## config.mk

```make
export PLATFORM = sky130hd
export DESIGN_NAME = rv64_muldiv
export DESIGN_NICKNAME = d
export VERILOG_FILES = /design/src/hw/rtl/rv64_pkg.sv /design/src/hw/rtl/rv64_muldiv.sv
export SDC_FILE = /design/constraint.sdc
export NUM_CORES = 2
export LEC_CHECK = 0
export ABC_CLOCK_PERIOD_IN_PS = 9050
export BUFFER_PORTS_ARGS = -buffer_cell sky130_fd_sc_hd__buf_4
export CORE_ASPECT_RATIO = 0.75
export CORE_MARGIN = 3
export CORE_UTILIZATION = 40
export DETAILED_ROUTE_END_ITERATION = 10
export SLEW_MARGIN = 20
export SYNTH_ARGS = -nofsm -noshare
export SYNTH_HDL_FRONTEND = slang
export SYNTH_SLANG_ARGS = --single-unit
```

## constraint.sdc

```tcl
create_clock -name clock -period 9.05 [get_ports clock]
set_input_delay 1.81 -clock clock [delete_from_list [all_inputs] [get_ports clock]]
set_output_delay 1.81 -clock clock [all_outputs]
set_load 0.05 [all_outputs]
```

## src/hw/rtl/rv64_pkg.sv

```systemverilog
// ----------------------------------------------------------------------------
// RV64IM execute package
// Shared widths, codes and types of the RV64IM execution block.
// ----------------------------------------------------------------------------
package rv64_pkg;

   localparam int XLEN          = 64;
   localparam int RF_DEPTH      = 32;
   localparam int MEM_BYTES_DEF = 65536;
   localparam int CSR_IDX_W     = 2;
   localparam int CSR_DATA_W    = 16;

   // Item kinds.
   localparam logic [1:0] KIND_EXEC    = 2'd0;
   localparam logic [1:0] KIND_RESTART = 2'd1;
   localparam logic [1:0] KIND_PRELOAD = 2'd2;

   // Result status codes.
   localparam logic [1:0] ST_OK      = 2'd0;
   localparam logic [1:0] ST_ILLEGAL = 2'd1;
   localparam logic [1:0] ST_BADADDR = 2'd2;

   // Configuration register indexes.
   localparam logic [CSR_IDX_W-1:0] CSR_START = 2'd0;
   localparam logic [CSR_IDX_W-1:0] CSR_SP    = 2'd1;
   localparam logic [CSR_IDX_W-1:0] CSR_GP    = 2'd2;

   // Registers loaded by a restart.
   localparam logic [4:0] REG_SP = 5'd2;
   localparam logic [4:0] REG_GP = 5'd3;

   // Major opcodes.
   localparam logic [6:0] OP_REG    = 7'h33;
   localparam logic [6:0] OP_IMM    = 7'h13;
   localparam logic [6:0] OP_LOAD   = 7'h03;
   localparam logic [6:0] OP_STORE  = 7'h23;
   localparam logic [6:0] OP_BRANCH = 7'h63;
   localparam logic [6:0] OP_JALR   = 7'h67;
   localparam logic [6:0] OP_JAL    = 7'h6f;
   localparam logic [6:0] OP_IMMW   = 7'h1b;
   localparam logic [6:0] OP_LUI    = 7'h37;
   localparam logic [6:0] OP_AUIPC  = 7'h17;
   localparam logic [6:0] OP_REGW   = 7'h3b;

   // funct7 codes.
   localparam logic [6:0] F7_BASE = 7'd0;
   localparam logic [6:0] F7_ALT  = 7'd32;
   localparam logic [6:0] F7_MD   = 7'd1;

   // funct3 codes.
   localparam logic [2:0] F3_ADD  = 3'd0;
   localparam logic [2:0] F3_SLL  = 3'd1;
   localparam logic [2:0] F3_SLT  = 3'd2;
   localparam logic [2:0] F3_XOR  = 3'd4;
   localparam logic [2:0] F3_SR   = 3'd5;
   localparam logic [2:0] F3_OR   = 3'd6;
   localparam logic [2:0] F3_AND  = 3'd7;
   localparam logic [2:0] F3_MUL  = 3'd0;
   localparam logic [2:0] F3_MULH = 3'd1;
   localparam logic [2:0] F3_DIV  = 3'd4;
   localparam logic [2:0] F3_REM  = 3'd6;
   localparam logic [2:0] F3_BEQ  = 3'd0;
   localparam logic [2:0] F3_BNE  = 3'd1;
   localparam logic [2:0] F3_BLT  = 3'd4;
   localparam logic [2:0] F3_BGE  = 3'd5;
   localparam logic [2:0] F3_MAXLS = 3'd3;

   localparam logic [5:0] SRAI_TOP = 6'h10;

   typedef enum logic [1:0] {
      MD_MUL,
      MD_MULH,
      MD_DIV,
      MD_REM
   } md_op_type;

   typedef struct packed {
      logic      start;
      md_op_type op;
   } md_req_type;

endpackage

```

## src/hw/rtl/rv64_muldiv.sv

```systemverilog
// ----------------------------------------------------------------------------
// RV64 multiply and divide unit
// Multiplies with four 32x32 partial products and divides one bit per cycle.
// ----------------------------------------------------------------------------
module rv64_muldiv (
   input  logic                 clock,
   input  logic                 reset,
   input  rv64_pkg::md_req_type md_req,
   input  logic [63:0]          op_a,
   input  logic [63:0]          op_b,
   output logic                 md_done,
   output logic [63:0]          md_result
);

   typedef enum logic [2:0] {
      MD_IDLE,
      MD_MULT,
      MD_CORR,
      MD_DIVI,
      MD_SIGN,
      MD_DONE
   } md_state_type;

   md_state_type        state_ff;
   rv64_pkg::md_op_type op_ff;
   logic [63:0]         a_ff;
   logic [63:0]         b_ff;
   logic                an_ff;
   logic                bn_ff;
   logic [5:0]          cnt_ff;
   logic [63:0]         pp_ff;
   logic [1:0]          psh_ff;
   logic [127:0]        acc_ff;
   logic [63:0]         q_ff;
   logic [63:0]         r_ff;
   logic [63:0]         result_ff;

   logic [31:0]  mul_a;
   logic [31:0]  mul_b;
   logic [63:0]  pp_w;
   logic [127:0] acc_add;
   logic [63:0]  hi_corr;
   logic [64:0]  rem_sh;
   logic [64:0]  rem_sub;

   assign mul_a   = cnt_ff[1] ? a_ff[63:32] : a_ff[31:0];
   assign mul_b   = cnt_ff[0] ? b_ff[63:32] : b_ff[31:0];
   assign pp_w    = mul_a * mul_b;
   assign acc_add = {64'd0, pp_ff} << {psh_ff, 5'd0};
   assign hi_corr = acc_ff[127:64] - (an_ff ? b_ff : 64'd0) - (bn_ff ? a_ff : 64'd0);
   assign rem_sh  = {r_ff, q_ff[63]};
   assign rem_sub = rem_sh - {1'b0, b_ff};

   always_ff @(posedge clock) begin
      if (reset) begin
         state_ff <= MD_IDLE;
      end else begin
         unique case (state_ff)
            MD_IDLE: begin
               if (md_req.start) begin
                  op_ff  <= md_req.op;
                  a_ff   <= op_a;
                  an_ff  <= op_a[63];
                  bn_ff  <= op_b[63];
                  cnt_ff <= '0;
                  acc_ff <= '0;
                  r_ff   <= '0;
                  if (md_req.op == rv64_pkg::MD_MUL || md_req.op == rv64_pkg::MD_MULH) begin
                     b_ff     <= op_b;
                     state_ff <= MD_MULT;
                  end else if (op_b == 64'd0) begin
                     // Division by zero: all ones, or the dividend as remainder.
                     result_ff <= (md_req.op == rv64_pkg::MD_REM) ? op_a : '1;
                     state_ff  <= MD_DONE;
                  end else begin
                     b_ff     <= op_b[63] ? 64'd0 - op_b : op_b;
                     q_ff     <= op_a[63] ? 64'd0 - op_a : op_a;
                     state_ff <= MD_DIVI;
                  end
               end
            end
            MD_MULT: begin
               pp_ff  <= pp_w;
               psh_ff <= {1'b0, cnt_ff[1]} + {1'b0, cnt_ff[0]};
               if (cnt_ff != 6'd0) begin
                  acc_ff <= acc_ff + acc_add;
               end
               if (cnt_ff == 6'd4) begin
                  state_ff <= MD_CORR;
               end
               cnt_ff <= cnt_ff + 6'd1;
            end
            MD_CORR: begin
               result_ff <= (op_ff == rv64_pkg::MD_MULH) ? hi_corr : acc_ff[63:0];
               state_ff  <= MD_DONE;
            end
            MD_DIVI: begin
               if (!rem_sub[64]) begin
                  r_ff <= rem_sub[63:0];
                  q_ff <= {q_ff[62:0], 1'b1};
               end else begin
                  r_ff <= rem_sh[63:0];
                  q_ff <= {q_ff[62:0], 1'b0};
               end
               if (cnt_ff == 6'd63) begin
                  state_ff <= MD_SIGN;
               end
               cnt_ff <= cnt_ff + 6'd1;
            end
            MD_SIGN: begin
               if (op_ff == rv64_pkg::MD_REM) begin
                  result_ff <= an_ff ? 64'd0 - r_ff : r_ff;
               end else begin
                  result_ff <= (an_ff != bn_ff) ? 64'd0 - q_ff : q_ff;
               end
               state_ff <= MD_DONE;
            end
            MD_DONE: begin
               state_ff <= MD_IDLE;
            end
            default: begin
               state_ff <= MD_IDLE;
            end
         endcase
      end
   end

   assign md_done   = (state_ff == MD_DONE);
   assign md_result = result_ff;

endmodule

```

Word-level counts from Yosys, hierarchy flattened
Cells that the tools add are included.
{"block": "word_totals", "output_inout_bits": 65, "elab_cells": 102, "reg_bits": 527}
{"block": "classes", "bitwise_logic": 1, "n_shift": 1, "n_mul": 1, "n_reduce_logical": 20, "n_eq_ne": 20, "addsub": 10, "muxes": 36}
{"op": "2-to-1 mux 64 bit", "n": 19}
{"op": "2-to-1 mux 128 bit", "n": 2}
{"op": "case mux 128 bit (2 select lines)", "n": 1}
{"op": "case mux 64 bit (2 select lines)", "n": 2}
{"op": "subtractor 1 x 64 -> 64 bit (first input constant)", "n": 4}
{"op": "case mux 64 bit (3 select lines)", "n": 1}
{"op": "adder 128 bit", "n": 1}
{"op": "left shift 64 x 7 -> 128 bit", "n": 1}
{"op": "subtractor 64 bit", "n": 2}
{"op": "subtractor 65 x 64 -> 65 bit", "n": 1}
{"op": "logical NOT 64 bit", "n": 1}
{"op": "multiplier 32 x 32 -> 64 bit", "n": 1}
{"op": "2-to-1 mux 32 bit", "n": 2}
{"op": "!= test 2 bit (second input constant)", "n": 8}
{"op": "2-to-1 mux 3 bit", "n": 5}
{"op": "case mux 3 bit (4 select lines)", "n": 1}
{"op": "case mux 6 bit (2 select lines)", "n": 1}
{"op": "AND reduction 3 bit", "n": 4}
{"op": "AND reduction 5 bit", "n": 2}
{"op": "AND reduction 4 bit", "n": 2}
{"op": "adder 6 x 1 -> 6 bit (second input constant)", "n": 1}
{"op": "equality test 3 x 2 -> 1 bit (second input constant)", "n": 2}
{"op": "equality test 3 bit (second input constant)", "n": 2}
{"op": "equality test 6 x 3 -> 1 bit (second input constant)", "n": 1}
{"op": "17 further kinds", "n": 22}

Depth between registers and ports, before layout
{"block": "depth", "ltp_word": 6, "ltp_mapped": 33, "ltp_nobuf": 30}

Worst setup path before layout
Ideal clock, no wire load.
{"block": "synth_path", "path_kind": "input to register", "start": "input reset", "end": "register acc_ff[0] (enable)", "stages": 2, "arrival_ns": 8.188, "slack_ns": 0.204, "path_cell_list": "buf_1 > a21oi_1"}
{"block": "synth_via", "elab_chain_cells": 2}
{"element": "from (decl)", "line": "rv64_muldiv.sv:7", "text": "input logic reset,"}
{"element": "NOT 1 bit (no source line)"}
{"element": "AND reduction 4 bit (no source line)"}
{"element": "to (signal assigned)", "line": "rv64_muldiv.sv:86", "text": "acc_ff <= acc_ff + acc_add;"}
{"element": "to (decl)", "line": "rv64_muldiv.sv:33", "text": "logic [127:0] acc_ff;"}
Every way passes these cells.
A chain may end at the register's enable or synchronous reset.

Final worst setup path
{"block": "layout_path", "start": "register cnt_ff[0]", "end": "register pp_ff[61], data pin"}
{"block": "layout_via", "elab_chain_cells": 2}
{"element": "from (decl)", "line": "rv64_muldiv.sv:30", "text": "logic [5:0] cnt_ff;"}
{"element": "from (signal assigned)", "line": "rv64_muldiv.sv:91", "text": "cnt_ff <= cnt_ff + 6'd1;"}
{"element": "from (signal assigned)", "line": "rv64_muldiv.sv:108", "text": "cnt_ff <= cnt_ff + 6'd1;"}
{"element": "2-to-1 mux 32 bit", "line": "rv64_muldiv.sv:47", "text": "assign mul_b = cnt_ff[0] ? b_ff[63:32] : b_ff[31:0];"}
{"element": "multiplier 32 x 32 -> 64 bit", "line": "rv64_muldiv.sv:48", "text": "assign pp_w = mul_a * mul_b;"}
{"element": "named net pp_w[61]", "line": "rv64_muldiv.sv:40", "text": "logic [63:0] pp_w;"}
{"element": "to (signal assigned)", "line": "rv64_muldiv.sv:83", "text": "pp_ff <= pp_w;"}
{"element": "to (decl)", "line": "rv64_muldiv.sv:31", "text": "logic [63:0] pp_ff;"}
The timed path passes the listed nets, and every way through them passes these cells.

==> impl_metrics.yaml <==
placement:
  portBuffers: 197
  placed_cells: 11600
  gpl.final_weighted_congestion: 1.05
  post-dp-hpwl_um: 296000
sta:
  slew_headroom_pct: 26.0
  fin_crit_sh_pct: 99.3
  timing.fmax_mhz: 111
  worstMarginPinSlew_ns: 1.10
  fin_crit_ns: 8.98
  fin_skew_ns: 0.0828
  setup_viol: 0
  rsz0062_at_grt: "true"
  slew_viol_final: 0
  hold_viol: 0
detailed_routing:
  routedWlPerCell_um: 30.1
  drt_drc_violations_left: 0
  detail_route.first_pass.iterations: 8
  route.detailed.vias_per_inst: 6.14
  drt_wl_total_um: 355000
  route.vias.total: 72500
  drt_iter0_markers: 10500
  drt.antenna.violating_nets: 0
final_layout:
  post_route_cells_drive_above_1_share_pct: 8.48
  final_cells: 11800
  fin_nets: 10800
  syn_to_final_growth_pct: 10.7
  filler_cell_count: 18900
floorplanning:
  num_rows: 139
  die_w_um: 517
  ioPinCount: 198
  die_height_um: 389
  die-area_sq_um: 201000
  core_sq_um: 193000
  start_util_pct: 40.6
worst_setup_path:
  worst_r2r_startpoint: "cnt_ff[0]$_SDFFCE_PN0P_"
  timing.critical_path.slowest_cell_delay_ns: 0.63
  setup.worst_path.end_class: "flop"
  cp_data_required_time_ns: 9.45
  cp_max_fo: 11
  cp-start-kind: "flop"
  worstRegToRegCells: 29
  worst_setup_path_class: "flop to flop"
  cp_slowest_cell: "fa_1"
  r2r-end: "pp_ff[61]$_DFFE_PP_"
  crit_path_start: "cnt_ff[0]$_SDFFCE_PN0P_"
  crit_path_frequent_cell: "fa_1"
  arrival_ns: 9.38
  slack_of_the_worst_reg_to_reg_path_ns: 0.07
  cp-endpoint: "pp_ff[61]$_DFFE_PP_"
yosys:
  ys_warn_count: 0
  synth_cells: 9087
  proportion_of_synthesized_chip_area_in_sequential_cells_pct: 20.1
  synthDistinctLibCells: 86
  postSynth.asyncResetShare_pct: 0
  dominantRegCellSynth: "edfxtp_1"
  postSynthRegisterBits: 526
  synth_edf_count: 523
  netlist_area_sq_um: 78300
  syn-mean-instance-area_sq_um: 8.61
  synth_fp_nets: 10700
global_route:
  grt_max_degree: 129
  grt_pass1_vias: 68300
  grt-ovfl-total: 0
  grt_antenna_before_repair: 42
  track_usage_pct: 34.5
  grt_first_pass_wirelength_um: 500000
clock_network:
  cts_tree: "built"
  path_clk_slew_ns: 0.07
  clk-insertion-delay-late_ns: 0.73
  h-tree-depth: 3
  max-clock-path-buffers: 3
  tritoncts.num_buffers: 68
  clock-sinks: 526
  cts-root-buf: "clkbuf_16"
worst_hold_path:
  worstHoldPathType: "flop to flop"
  hold_path.startpoint: "q_ff[41]$_DFFE_PP_"
flow_run:
  max_cap_violations: 0
outcome:
  run_status: "finished clean"
[area by class of cell]
cell class	instances	area, sq um	share of cell area [%]
multi-input cells	7040	57300	66.2
flip-flops and latches	526	15800	18.2
inverters	1054	3960	4.57
well taps	2538	3180	3.66
clock buffers	75	1730	1.99
repair buffers	498	4120	4.76
diodes	16	40.0	0.0462
clock inverters	50	543	0.627
[critical path, delay by kind of cell, from the launching register on]
family | cells | cell delay (ns)
simple gates | 3 | 0.35
buf+inv | 8 | 1.08
xor+xnor | 1 | 0.10
compound gates | 8 | 1.95
fa+ha+maj | 9 | 4.69
flops | 1 | 0.48
[Yosys cell counts, types with 32 or more instances]
| cell type | number | area [sq um] |
|---|---|---|
| nand2_1 | 1188 | 4460 |
| inv_1 | 1053 | 3950 |
| nor2_1 | 997 | 3740 |
| fa_1 | 961 | 19200 |
| a21oi_1 | 583 | 2920 |
| ha_1 | 526 | 6580 |
| edfxtp_1 | 523 | 15700 |
| o21ai_0 | 476 | 2380 |
| clkbuf_1 | 448 | 1680 |
| xnor2_1 | 257 | 2250 |
| xor2_1 | 247 | 2160 |
| a21o_1 | 170 | 1280 |
| nand4_1 | 131 | 820 |
| nor3_1 | 116 | 581 |
| nand3_1 | 115 | 576 |
| o21bai_1 | 82 | 616 |
| mux2i_1 | 81 | 811 |
| o31ai_1 | 81 | 608 |
| and2_1 | 77 | 482 |
| o211ai_1 | 71 | 533 |
| nand2b_1 | 59 | 369 |
| nor2b_1 | 59 | 369 |
| o21a_1 | 58 | 435 |
| or3_1 | 54 | 338 |
| a31oi_1 | 48 | 300 |
| and3_1 | 46 | 288 |
| or4_1 | 44 | 330 |
| a211oi_1 | 38 | 285 |
| o41ai_1 | 37 | 324 |
| nor4_1 | 36 | 225 |
| o221ai_1 | 36 | 315 |
| mux2_2 | 34 | 383 |
| a221oi_1 | 33 | 289 |
| a22o_1 | 32 | 280 |
[per-layer routing]
layer  track usage (%)  part of all wire [%]  vias to the layer above
met2              45.0                    38                     4773
met1              49.6                    41                    36200
met3              14.4                    16                      679
li1                  -                     -                    30800
met5                 0                 0.061                        -
met4              13.6                   4.9                       32
[repair_timing]
item                                    4_1_cts  5_1_grt
endpoints found under the setup margin        1       10
buffers inserted                              0       19
hold buffers                                  0        0
endpoints found under the hold margin         0        0
gates resized for setup                       2       52
cloned                                        0        4
pin swaps                                     1        2
[through the flow]
stage | setup slack, ns | area, sq um | util, % | setup TNS, ns | hold slack (ns)
detailed placement | -0.000118 | 83800 | 43.5 | -0.000118 | 0.592
CTS | 0.0435 | 86100 | 44.7 | 0 | 0.607
finish | 0.0667 | 86700 | 44.9 | 0 | 0.607
global route | -0.0581 | 86600 | 44.9 | -0.0581 | 0.649
global placement | 0.0596 | 83800 | 43.5 | 0 | 0.588
floorplan | 0.204 | 78300 | - | 0 | 0.544
[placed cells by master, fill, tap and decap left out, types with 54 or more instances in the layout]
master / instances
o21ai_0: 466
xor2_1: 247
a21o_1: 170
nand2b_1: 58
edfxtp_1: 523
or3_1: 54
o31ai_1: 80
clkbuf_16: 70
nand2_1: 1185
ha_1: 524
nor2_1: 990
nor2b_1: 57
xnor2_1: 257
buf_4: 456
o21bai_1: 82
a21oi_1: 577
fa_1: 960
o211ai_1: 71
and2_1: 75
nor3_1: 115
nand4_1: 131
nand3_1: 115
inv_1: 1053
o21a_1: 58
[worst min path at each step]
stage	depth (start not counted)	slack [ns]	end
after floorplan	2	0.54	md_result[23]$_DFFE_PP_
after global placement	2	0.59	q_ff[16]$_DFFE_PP_
after detailed placement	2	0.59	q_ff[42]$_DFFE_PP_
after CTS	2	0.61	q_ff[42]$_DFFE_PP_
after global routing	2	0.65	q_ff[6]$_DFFE_PP_
final	2	0.61	q_ff[42]$_DFFE_PP_
[flip-flops by register name, summed over array words and instances (netlist names)]
register,count
acc_ff,128
a_ff,64
b_ff,64
md_result,64
pp_ff,64
q_ff,64
r_ff,64
cnt_ff,6
state_ff,3
op_ff,2
psh_ff,2
bn_ff,1
[cell families after synthesis]
family | after synthesis | share of synthesized area (%)
flops | 526 | 20.1
fa+ha+maj | 1487 | 33.0
buf+inv | 1522 | 7.30
compound gates | 1922 | 15.4
xor+xnor | 504 | 5.64
mux | 116 | 1.54
simple gates | 3010 | 17.0
Power is not shown: default switching activity piles up to over one toggle a cycle in this logic, so the estimate is an artifact.
